$ cat config.mk
export PLATFORM = sky130hd
export DESIGN_NAME = trapezoid_speed_ramp
export DESIGN_NICKNAME = d
export VERILOG_FILES = /design/src/rtl/core/tsr_pkg.sv /design/src/rtl/core/trapezoid_speed_ramp.sv
export SDC_FILE = /design/constraint.sdc
export NUM_CORES = 1
export LEC_CHECK = 0
export BUFFER_PORTS_ARGS = -buffer_cell sky130_fd_sc_hd__buf_2
export CORE_ASPECT_RATIO = 0.75
export CORE_MARGIN = 10
export CORE_UTILIZATION = 55
export CTS_CLUSTER_SIZE = 30
export DETAILED_ROUTE_END_ITERATION = 8
export PLACE_DENSITY = 0.74
export SETUP_SLACK_MARGIN = 0.5
export SLEW_MARGIN = 20
export SYNTH_ARGS = -nofsm -noshare
export SYNTH_HDL_FRONTEND = slang
export SYNTH_SLANG_ARGS = --single-unit
$ cat constraint.sdc
create_clock -name i_clk -period 7.5 [get_ports i_clk]
set_input_delay 1.5 -clock i_clk [delete_from_list [all_inputs] [get_ports i_clk]]
set_output_delay 1.5 -clock i_clk [all_outputs]
set_load 0.01 [all_outputs]
$ cat src/rtl/core/tsr_pkg.sv
// Shared types and constants for the trapezoid speed ramp.
// Holds the ramp phase encoding, phase output codes and configuration register indexes.
// No dependencies.
package tsr_pkg;

    localparam int CFG_INDEX_BITS = 3;
    localparam int INC_BITS       = 10;

    typedef logic [CFG_INDEX_BITS-1:0] t_cfg_index;

    localparam t_cfg_index CFG_GOAL_SPEED_LEFT   = 3'd0;
    localparam t_cfg_index CFG_GOAL_SPEED_RIGHT  = 3'd1;
    localparam t_cfg_index CFG_TARGET_STEPS_LEFT = 3'd2;
    localparam t_cfg_index CFG_TARGET_STEPS_RIGHT = 3'd3;
    localparam t_cfg_index CFG_RAMP_LENGTH       = 3'd4;
    localparam t_cfg_index CFG_ACCEL_ENABLE      = 3'd5;
    localparam t_cfg_index CFG_SPEED_INCREMENT   = 3'd6;

    typedef logic [1:0] t_phase_code;

    localparam t_phase_code PHASE_CODE_ACCEL  = 2'd0;
    localparam t_phase_code PHASE_CODE_CRUISE = 2'd1;
    localparam t_phase_code PHASE_CODE_DECEL  = 2'd2;

    typedef enum logic [2:0] {
        PH_ACCEL  = 3'b001,
        PH_CRUISE = 3'b010,
        PH_DECEL  = 3'b100
    } t_phase;

endpackage

$ cat src/rtl/core/trapezoid_speed_ramp.sv
// Trapezoid speed ramp: two-wheel speed command generator, one transaction per timer tick.
// Depends on tsr_pkg (phase encoding, register indexes).
//
// channel  direction  handshake                  payload
// in       sink       i_in_valid / o_in_ready    i_action, i_step_count_left/right
// out      source     o_out_valid / i_out_ready  o_speed_left/right, o_speed_updated,
//                                                o_running, o_phase
// cfg      sink       i_cfg_valid / o_cfg_ready  i_cfg_index, i_cfg_data
//
// Each transaction passes through the input register and then the result register;
// one transaction per cycle sustained while the output is not stalled.
// The speed update (accelerate add, then decelerate subtract) is the longest path.
// A stalled output holds the result register; the input register still takes one
// more transaction, then ready drops. Synchronous active-low reset clears state and
// restores configuration defaults (speed increment 1, all else 0).
module trapezoid_speed_ramp
    import tsr_pkg::*;
#(
    parameter int SPEED_BITS = 16,
    parameter int STEP_BITS  = 32,
    localparam int CFG_BITS  = (SPEED_BITS > STEP_BITS) ? SPEED_BITS : STEP_BITS
) (
    input  logic                         i_clk,
    input  logic                         i_rst_n,
    // configuration
    input  logic                         i_cfg_valid,
    output logic                         o_cfg_ready,
    input  logic [CFG_INDEX_BITS-1:0]    i_cfg_index,
    input  logic [CFG_BITS-1:0]          i_cfg_data,
    // input items
    input  logic                         i_in_valid,
    output logic                         o_in_ready,
    input  logic                         i_action,
    input  logic signed [STEP_BITS-1:0]  i_step_count_left,
    input  logic signed [STEP_BITS-1:0]  i_step_count_right,
    // results
    output logic                         o_out_valid,
    input  logic                         i_out_ready,
    output logic signed [SPEED_BITS-1:0] o_speed_left,
    output logic signed [SPEED_BITS-1:0] o_speed_right,
    output logic                         o_speed_updated,
    output logic                         o_running,
    output logic [1:0]                   o_phase
);

    localparam int SUM_BITS = ((SPEED_BITS > INC_BITS) ? SPEED_BITS : INC_BITS) + 2;

    localparam logic signed [SUM_BITS-1:0] SPD_MAX =
        {{(SUM_BITS-SPEED_BITS+1){1'b0}}, {(SPEED_BITS-1){1'b1}}};
    localparam logic signed [SUM_BITS-1:0] SPD_MIN =
        {{(SUM_BITS-SPEED_BITS+1){1'b1}}, {(SPEED_BITS-1){1'b0}}};

    function automatic logic [SPEED_BITS-1:0] speed_mag(input logic [SPEED_BITS-1:0] v);
        return v[SPEED_BITS-1] ? (~v + 1'b1) : v;
    endfunction

    function automatic logic [STEP_BITS-1:0] step_mag(input logic [STEP_BITS-1:0] v);
        return v[STEP_BITS-1] ? (~v + 1'b1) : v;
    endfunction

    // saturating speed +/- increment
    function automatic logic [SPEED_BITS-1:0] speed_step(
        input logic [SPEED_BITS-1:0] v,
        input logic [INC_BITS-1:0]   inc,
        input logic                  sub
    );
        logic signed [SUM_BITS-1:0] a;
        logic signed [SUM_BITS-1:0] b;
        logic signed [SUM_BITS-1:0] s;
        a = {{(SUM_BITS-SPEED_BITS){v[SPEED_BITS-1]}}, v};
        b = {{(SUM_BITS-INC_BITS){1'b0}}, inc};
        s = sub ? (a - b) : (a + b);
        if (s > SPD_MAX) begin
            s = SPD_MAX;
        end else if (s < SPD_MIN) begin
            s = SPD_MIN;
        end
        return s[SPEED_BITS-1:0];
    endfunction

    // configuration registers
    logic signed [SPEED_BITS-1:0] r_goal_left;
    logic signed [SPEED_BITS-1:0] r_goal_right;
    logic signed [STEP_BITS-1:0]  r_target_left;
    logic signed [STEP_BITS-1:0]  r_target_right;
    logic [STEP_BITS-2:0]         r_ramp_length;
    logic                         r_accel_enable;
    logic [INC_BITS-1:0]          r_speed_inc;

    // values derived from configuration, refreshed every cycle
    logic [SPEED_BITS-1:0]        r_goal_mag_left;
    logic [SPEED_BITS-1:0]        r_goal_mag_right;
    logic [STEP_BITS-1:0]         r_tgt_mag_left;
    logic [STEP_BITS-1:0]         r_tgt_mag_right;
    logic [STEP_BITS:0]           r_thr_left;
    logic [STEP_BITS:0]           r_thr_right;

    // input register
    logic                         r_in_valid;
    logic                         r_in_action;
    logic [STEP_BITS-1:0]         r_mag_left;
    logic [STEP_BITS-1:0]         r_mag_right;

    // ramp state
    logic [SPEED_BITS-1:0]        r_spd_left;
    logic [SPEED_BITS-1:0]        r_spd_right;
    t_phase                       r_phase;
    logic                         r_running;

    // result register
    logic                         r_out_valid;
    logic [SPEED_BITS-1:0]        r_out_left;
    logic [SPEED_BITS-1:0]        r_out_right;
    logic                         r_out_updated;
    logic                         r_out_running;
    t_phase_code                  r_out_phase;

    logic                         fire;
    logic                         in_take;
    logic [SPEED_BITS-1:0]        n_spd_left;
    logic [SPEED_BITS-1:0]        n_spd_right;
    t_phase                       n_phase;
    logic                         n_running;
    logic                         n_updated;
    t_phase_code                  n_phase_code;
    logic                         near_left;
    logic                         near_right;

    assign o_cfg_ready = 1'b1;
    assign fire        = r_in_valid && (!r_out_valid || i_out_ready);
    assign o_in_ready  = !r_in_valid || fire;
    assign in_take     = i_in_valid && o_in_ready;

    always_ff @(posedge i_clk) begin
        if (!i_rst_n) begin
            r_goal_left    <= '0;
            r_goal_right   <= '0;
            r_target_left  <= '0;
            r_target_right <= '0;
            r_ramp_length  <= '0;
            r_accel_enable <= 1'b0;
            r_speed_inc    <= {{(INC_BITS-1){1'b0}}, 1'b1};
        end else if (i_cfg_valid && o_cfg_ready) begin
            case (i_cfg_index)
                CFG_GOAL_SPEED_LEFT:    r_goal_left    <= i_cfg_data[SPEED_BITS-1:0];
                CFG_GOAL_SPEED_RIGHT:   r_goal_right   <= i_cfg_data[SPEED_BITS-1:0];
                CFG_TARGET_STEPS_LEFT:  r_target_left  <= i_cfg_data[STEP_BITS-1:0];
                CFG_TARGET_STEPS_RIGHT: r_target_right <= i_cfg_data[STEP_BITS-1:0];
                CFG_RAMP_LENGTH:        r_ramp_length  <= i_cfg_data[STEP_BITS-2:0];
                CFG_ACCEL_ENABLE:       r_accel_enable <= i_cfg_data[0];
                CFG_SPEED_INCREMENT:    r_speed_inc    <= i_cfg_data[INC_BITS-1:0];
                default: begin
                end
            endcase
        end
    end

    // magnitudes and deceleration thresholds; thr is signed, negative means always near
    always_ff @(posedge i_clk) begin
        r_goal_mag_left  <= speed_mag(r_goal_left);
        r_goal_mag_right <= speed_mag(r_goal_right);
        r_tgt_mag_left   <= step_mag(r_target_left);
        r_tgt_mag_right  <= step_mag(r_target_right);
        r_thr_left       <= {1'b0, step_mag(r_target_left)} - {2'b00, r_ramp_length};
        r_thr_right      <= {1'b0, step_mag(r_target_right)} - {2'b00, r_ramp_length};
    end

    always_ff @(posedge i_clk) begin
        if (!i_rst_n) begin
            r_in_valid <= 1'b0;
        end else if (in_take) begin
            r_in_valid <= 1'b1;
        end else if (fire) begin
            r_in_valid <= 1'b0;
        end
    end

    always_ff @(posedge i_clk) begin
        if (in_take) begin
            r_in_action <= i_action;
            r_mag_left  <= step_mag(i_step_count_left);
            r_mag_right <= step_mag(i_step_count_right);
        end
    end

    assign near_left  = r_thr_left[STEP_BITS]  || (r_mag_left  >= r_thr_left[STEP_BITS-1:0]);
    assign near_right = r_thr_right[STEP_BITS] || (r_mag_right >= r_thr_right[STEP_BITS-1:0]);

    always_comb begin
        n_spd_left  = r_spd_left;
        n_spd_right = r_spd_right;
        n_phase     = r_phase;
        n_running   = r_running;
        n_updated   = 1'b0;
        if (r_in_action) begin
            n_spd_left  = '0;
            n_spd_right = '0;
            n_phase     = PH_ACCEL;
            n_running   = 1'b1;
            n_updated   = 1'b1;
        end else if (r_accel_enable) begin
            if (r_phase == PH_ACCEL) begin
                if (speed_mag(r_spd_left) <= r_goal_mag_left &&
                    speed_mag(r_spd_right) <= r_goal_mag_right) begin
                    n_spd_left  = speed_step(r_spd_left, r_speed_inc, 1'b0);
                    n_spd_right = speed_step(r_spd_right, r_speed_inc, 1'b0);
                    n_updated   = 1'b1;
                end else begin
                    n_phase = PH_CRUISE;
                end
            end
            // decelerate test sees the speeds after any acceleration
            if (near_left && near_right &&
                $signed(n_spd_left) > 0 && $signed(n_spd_right) > 0) begin
                n_phase     = PH_DECEL;
                n_spd_left  = speed_step(n_spd_left, r_speed_inc, 1'b1);
                n_spd_right = speed_step(n_spd_right, r_speed_inc, 1'b1);
                n_updated   = 1'b1;
            end else if (n_phase == PH_DECEL) begin
                n_running = 1'b0;
            end
        end else begin
            n_running = !(r_mag_left >= r_tgt_mag_left && r_mag_right >= r_tgt_mag_right);
        end
    end

    always_comb begin
        case (n_phase)
            PH_ACCEL:  n_phase_code = PHASE_CODE_ACCEL;
            PH_CRUISE: n_phase_code = PHASE_CODE_CRUISE;
            PH_DECEL:  n_phase_code = PHASE_CODE_DECEL;
            default:   n_phase_code = PHASE_CODE_ACCEL;
        endcase
    end

    always_ff @(posedge i_clk) begin
        if (!i_rst_n) begin
            r_spd_left  <= '0;
            r_spd_right <= '0;
            r_phase     <= PH_ACCEL;
            r_running   <= 1'b0;
            r_out_valid <= 1'b0;
        end else begin
            if (fire) begin
                r_spd_left  <= n_spd_left;
                r_spd_right <= n_spd_right;
                r_phase     <= n_phase;
                r_running   <= n_running;
                r_out_valid <= 1'b1;
            end else if (i_out_ready) begin
                r_out_valid <= 1'b0;
            end
        end
    end

    always_ff @(posedge i_clk) begin
        if (fire) begin
            r_out_left    <= n_spd_left;
            r_out_right   <= n_spd_right;
            r_out_updated <= n_updated;
            r_out_running <= n_running;
            r_out_phase   <= n_phase_code;
        end
    end

    assign o_out_valid     = r_out_valid;
    assign o_speed_left    = r_out_left;
    assign o_speed_right   = r_out_right;
    assign o_speed_updated = r_out_updated;
    assign o_running       = r_out_running;
    assign o_phase         = r_out_phase;

endmodule
==> flow_metrics.env <==
export IMPL_status="finished clean"
export IMPL_fillerInstances=4129
export IMPL_irDropWorstVdd_v=0.0001603
export IMPL_skew_ns=0.02257
export IMPL_synth_seq_cells=439
export IMPL_cts_tree="yes"
export IMPL_critical_path_top_delay_family="compound AO/OA/AOI/OAI gates"
export IMPL_syn_nets=3606
export IMPL_grt_busiest_layer="met1"
export IMPL_yosys_area_top_type="dfxtp_1"
export IMPL_use_met1_pct=41.50
export IMPL_htreeDepth=2
export IMPL_regArea_um2=9804
export IMPL_p_leak_nw=12.34
export IMPL_finalSetupViolCount=0
export IMPL_antenna_found_initial=8
export IMPL_grt_max_degree=91
export IMPL_ant_nets=0
export IMPL_port_buffers=142
export IMPL_start_util_pct=55.80
export IMPL_startpoint_type="register"
export IMPL_post_synth_top_count_cell="nand2_1"
export IMPL_wl_per_cell_um=20.98
export IMPL_power_density_nw_per_um2=257.7
export IMPL_die_height_um=213.0
export IMPL_yosysWarningCount=0
export IMPL_grt_pass1_vias=23040
export IMPL_syn_area_um2=27320
export IMPL_synth_edf_count=101
export IMPL_num_vias=24450
export IMPL_rsz0062_at_grt="no"
export IMPL_reg2reg_depth=28
export IMPL_tightestPinTransition_ns=1.193
export IMPL_wl_um=84820
export IMPL_period_share_pct=90.07
export IMPL_required_ns=7.82
export IMPL_grt_pass1_wl_um=129900
export IMPL_finalHoldViolations=0
export IMPL_grt_overflow=0
export IMPL_dieArea_um2=59080
export IMPL_rows=70
export IMPL_tns_ns=0
export IMPL_critical_path_depth=28
export IMPL_synth_top_cell_area_share_pct=24.77
export IMPL_via_per_inst=6.049
export IMPL_seq_area_frac_synth_pct=35.87
export IMPL_cp_max_fo=7
export IMPL_fin_crit_ns=6.755
export IMPL_critPathKind="reg -> reg"
export IMPL_crit_top_cell="ha_1"
export IMPL_use_met3_pct=5.200
export IMPL_hold_path_class="reg -> reg"
export IMPL_final_core_util_pct=62.43
export IMPL_critPathCaptureType="register"
export IMPL_cpMaxStageDelayCell="or4_4"
export IMPL_drt_iter0_drc=2720
export IMPL_yosys_most_used_dff="dfxtp_1"
export IMPL_fp_dieW_um=277.4
export IMPL_dp_hpwl_um=63780
export IMPL_coreArea_um2=48960
export IMPL_crit_buf_inv=4
export IMPL_clock_fmax_ghz=0.1480
export IMPL_multi_input_area_um2=16310
export IMPL_synthCells=3225
export IMPL_cts_buffers=46
export IMPL_synth_area_leaders="dfxtp_1 (25%), ha_1 (12%), edfxtp_1 (11%)"
export IMPL_synth_common_cells="nand2_1 (504), dfxtp_1 (338), ha_1 (270), a21oi_1 (268), inv_1 (251)"
export IMPL_ios=144
export IMPL_drv_cap=0
export IMPL_path_clk_slew_ns=0.07
export IMPL_slew_headroom_pct=19.87
export IMPL_cts_root_buf="clkbuf_16"
export IMPL_synthArstFlopShare_pct=0
export IMPL_finalMaxSlewViolations=0
export IMPL_drc=0
export IMPL_drive_gt1_share_pct=10.42
export IMPL_yosysUniqueCellTypes=99
export IMPL_gp_congestion=0.9521
export IMPL_cts_sinks=439
export IMPL_final_nets=3734
export IMPL_critical_path_arrival_ns=7.08
export IMPL_grt_met2_usage_pct=38.63
export IMPL_gr_usage_all_layers_pct=27.52
export IMPL_postSynthAreaPerCell_um2=8.472
export IMPL_clk_path_buf_depth=3
export IMPL_worstHoldPathCells=0
export IMPL_area_growth_pct=11.88
export IMPL_first_pass_iters=6
export IMPL_critPathMaxStageDelay_ns=0.45
export IMPL_worst_skew_pair_late_latency_ns=0.60
per-stage QoR:
stage	std cells	power [mW]	worst slack (ns)	area, µm²	hold slack, ns
floorplan	3225	4.584	0.5884	27340	0.3644
global placement	3934	5.200	0.4523	28690	0.3834
detailed placement	3934	5.264	0.2390	28690	0.3865
CTS	4022	7.632	0.5071	30280	0.3933
global route	4042	8.270	0.4961	30570	0.4132
finish	4042	7.876	0.7445	30570	0.3976
path summary, 6_finish.rpt:
kind / startpoint / to / slack (ns)
worst max-delay path: r_spd_right[1]$_SDFFE_PN0P_ / o_speed_left[2]$_DFFE_PP_ / 0.74
worst max register to register: r_spd_right[1]$_SDFFE_PN0P_ / o_speed_left[2]$_DFFE_PP_ / 0.74
worst min register to register: r_goal_left[0]$_SDFFE_PN0P_ / r_goal_mag_left[0]$_DFF_P_ / 0.40
worst min-delay path: r_goal_left[0]$_SDFFE_PN0P_ / r_goal_mag_left[0]$_DFF_P_ / 0.40
timing repair:
item / 4_1_cts / 5_1_grt
pin swaps: 3 / 14
endpoints found under the setup margin: 41 / 62
hold buffers: 0 / 0
hold endpoints to repair: 0 / 0
gates resized for setup: 6 / 36
buffers inserted: 4 / 12
cloned: 1 / 2
report_power, final:
part,switching [mW],internal (mW)
clock network,1.02,1.29
logic,1.71,1.13
registers,0.0945,2.63
final cells by class:
type	instances	share of cell area (%)
diodes	6	0.04912
clock buffers	62	4.298
clock inverters	21	0.6754
inverters	255	3.140
multi-input cells	2413	53.36
flip-flops and latches	439	32.08
well taps	648	2.652
repair buffers	198	3.754
cell usage in the layout (no fill, tap or decap), drive strengths merged, types with 11 or more instances in the layout:
master | Yosys | final
nand2 | 504 | 504
or3 | 27 | 27
o31ai | 55 | 55
o21a | 21 | 21
edfxtp | 101 | 101
and2 | 17 | 17
ha | 270 | 270
and3 | 11 | 11
clkinv | 3 | 15
nand3 | 63 | 63
or4 | 23 | 23
o41ai | 33 | 33
xnor2 | 205 | 205
or2 | 13 | 13
nand4 | 37 | 37
nand2b | 43 | 43
nor2 | 158 | 158
buf | 19 | 198
nor4 | 22 | 22
nor2b | 28 | 28
a211oi | 48 | 48
o211ai | 16 | 16
mux2i | 14 | 14
a31oi | 32 | 32
xor2 | 43 | 43
a21oi | 269 | 269
nor3 | 55 | 55
clkbuf | 102 | 62
o21ai | 175 | 176
dfxtp | 338 | 338
inv | 252 | 259
a21o | 76 | 78
routing by layer:
layer,vias to the layer above,part of all wire (%),routed length (µm)
li1,11680,-,-
met1,11470,48,40660
met2,1147,40,33730
met3,147,9.9,8376
met4,4,2.4,2021
met5,-,0.032,27
kinds of logic after synthesis:
group                      after synthesis  share of synthesized area, %
other                                    1                       0.01373
adders and majority gates              276                         12.80
muxes                                   21                        0.8426
xor gates and xnor gates               248                         7.950
AOI/OAI and AO/OA                      835                         19.68
DFF                                    439                         35.87
and+or+nand+nor                       1029                         17.51
buffers and inverters                  376                         5.335
state kept, by name, summed over array words and instances, names as in the netlist, 2 cells and up:
| signal | flops |
|---|---|
| r_goal_right | 16 |
| o_speed_left | 16 |
| r_goal_mag_right | 16 |
| r_goal_left | 16 |
| r_thr_left | 33 |
| r_ramp_length | 31 |
| r_spd_left | 16 |
| r_goal_mag_left | 16 |
| o_phase | 2 |
| r_phase | 3 |
| r_mag_right | 32 |
| r_tgt_mag_left | 32 |
| r_mag_left | 32 |
| r_target_left | 32 |
| r_target_right | 32 |
| r_tgt_mag_right | 32 |
| r_spd_right | 16 |
| o_speed_right | 16 |
| r_thr_right | 33 |
| r_speed_inc | 10 |
(Power assumes the default switching activity.)
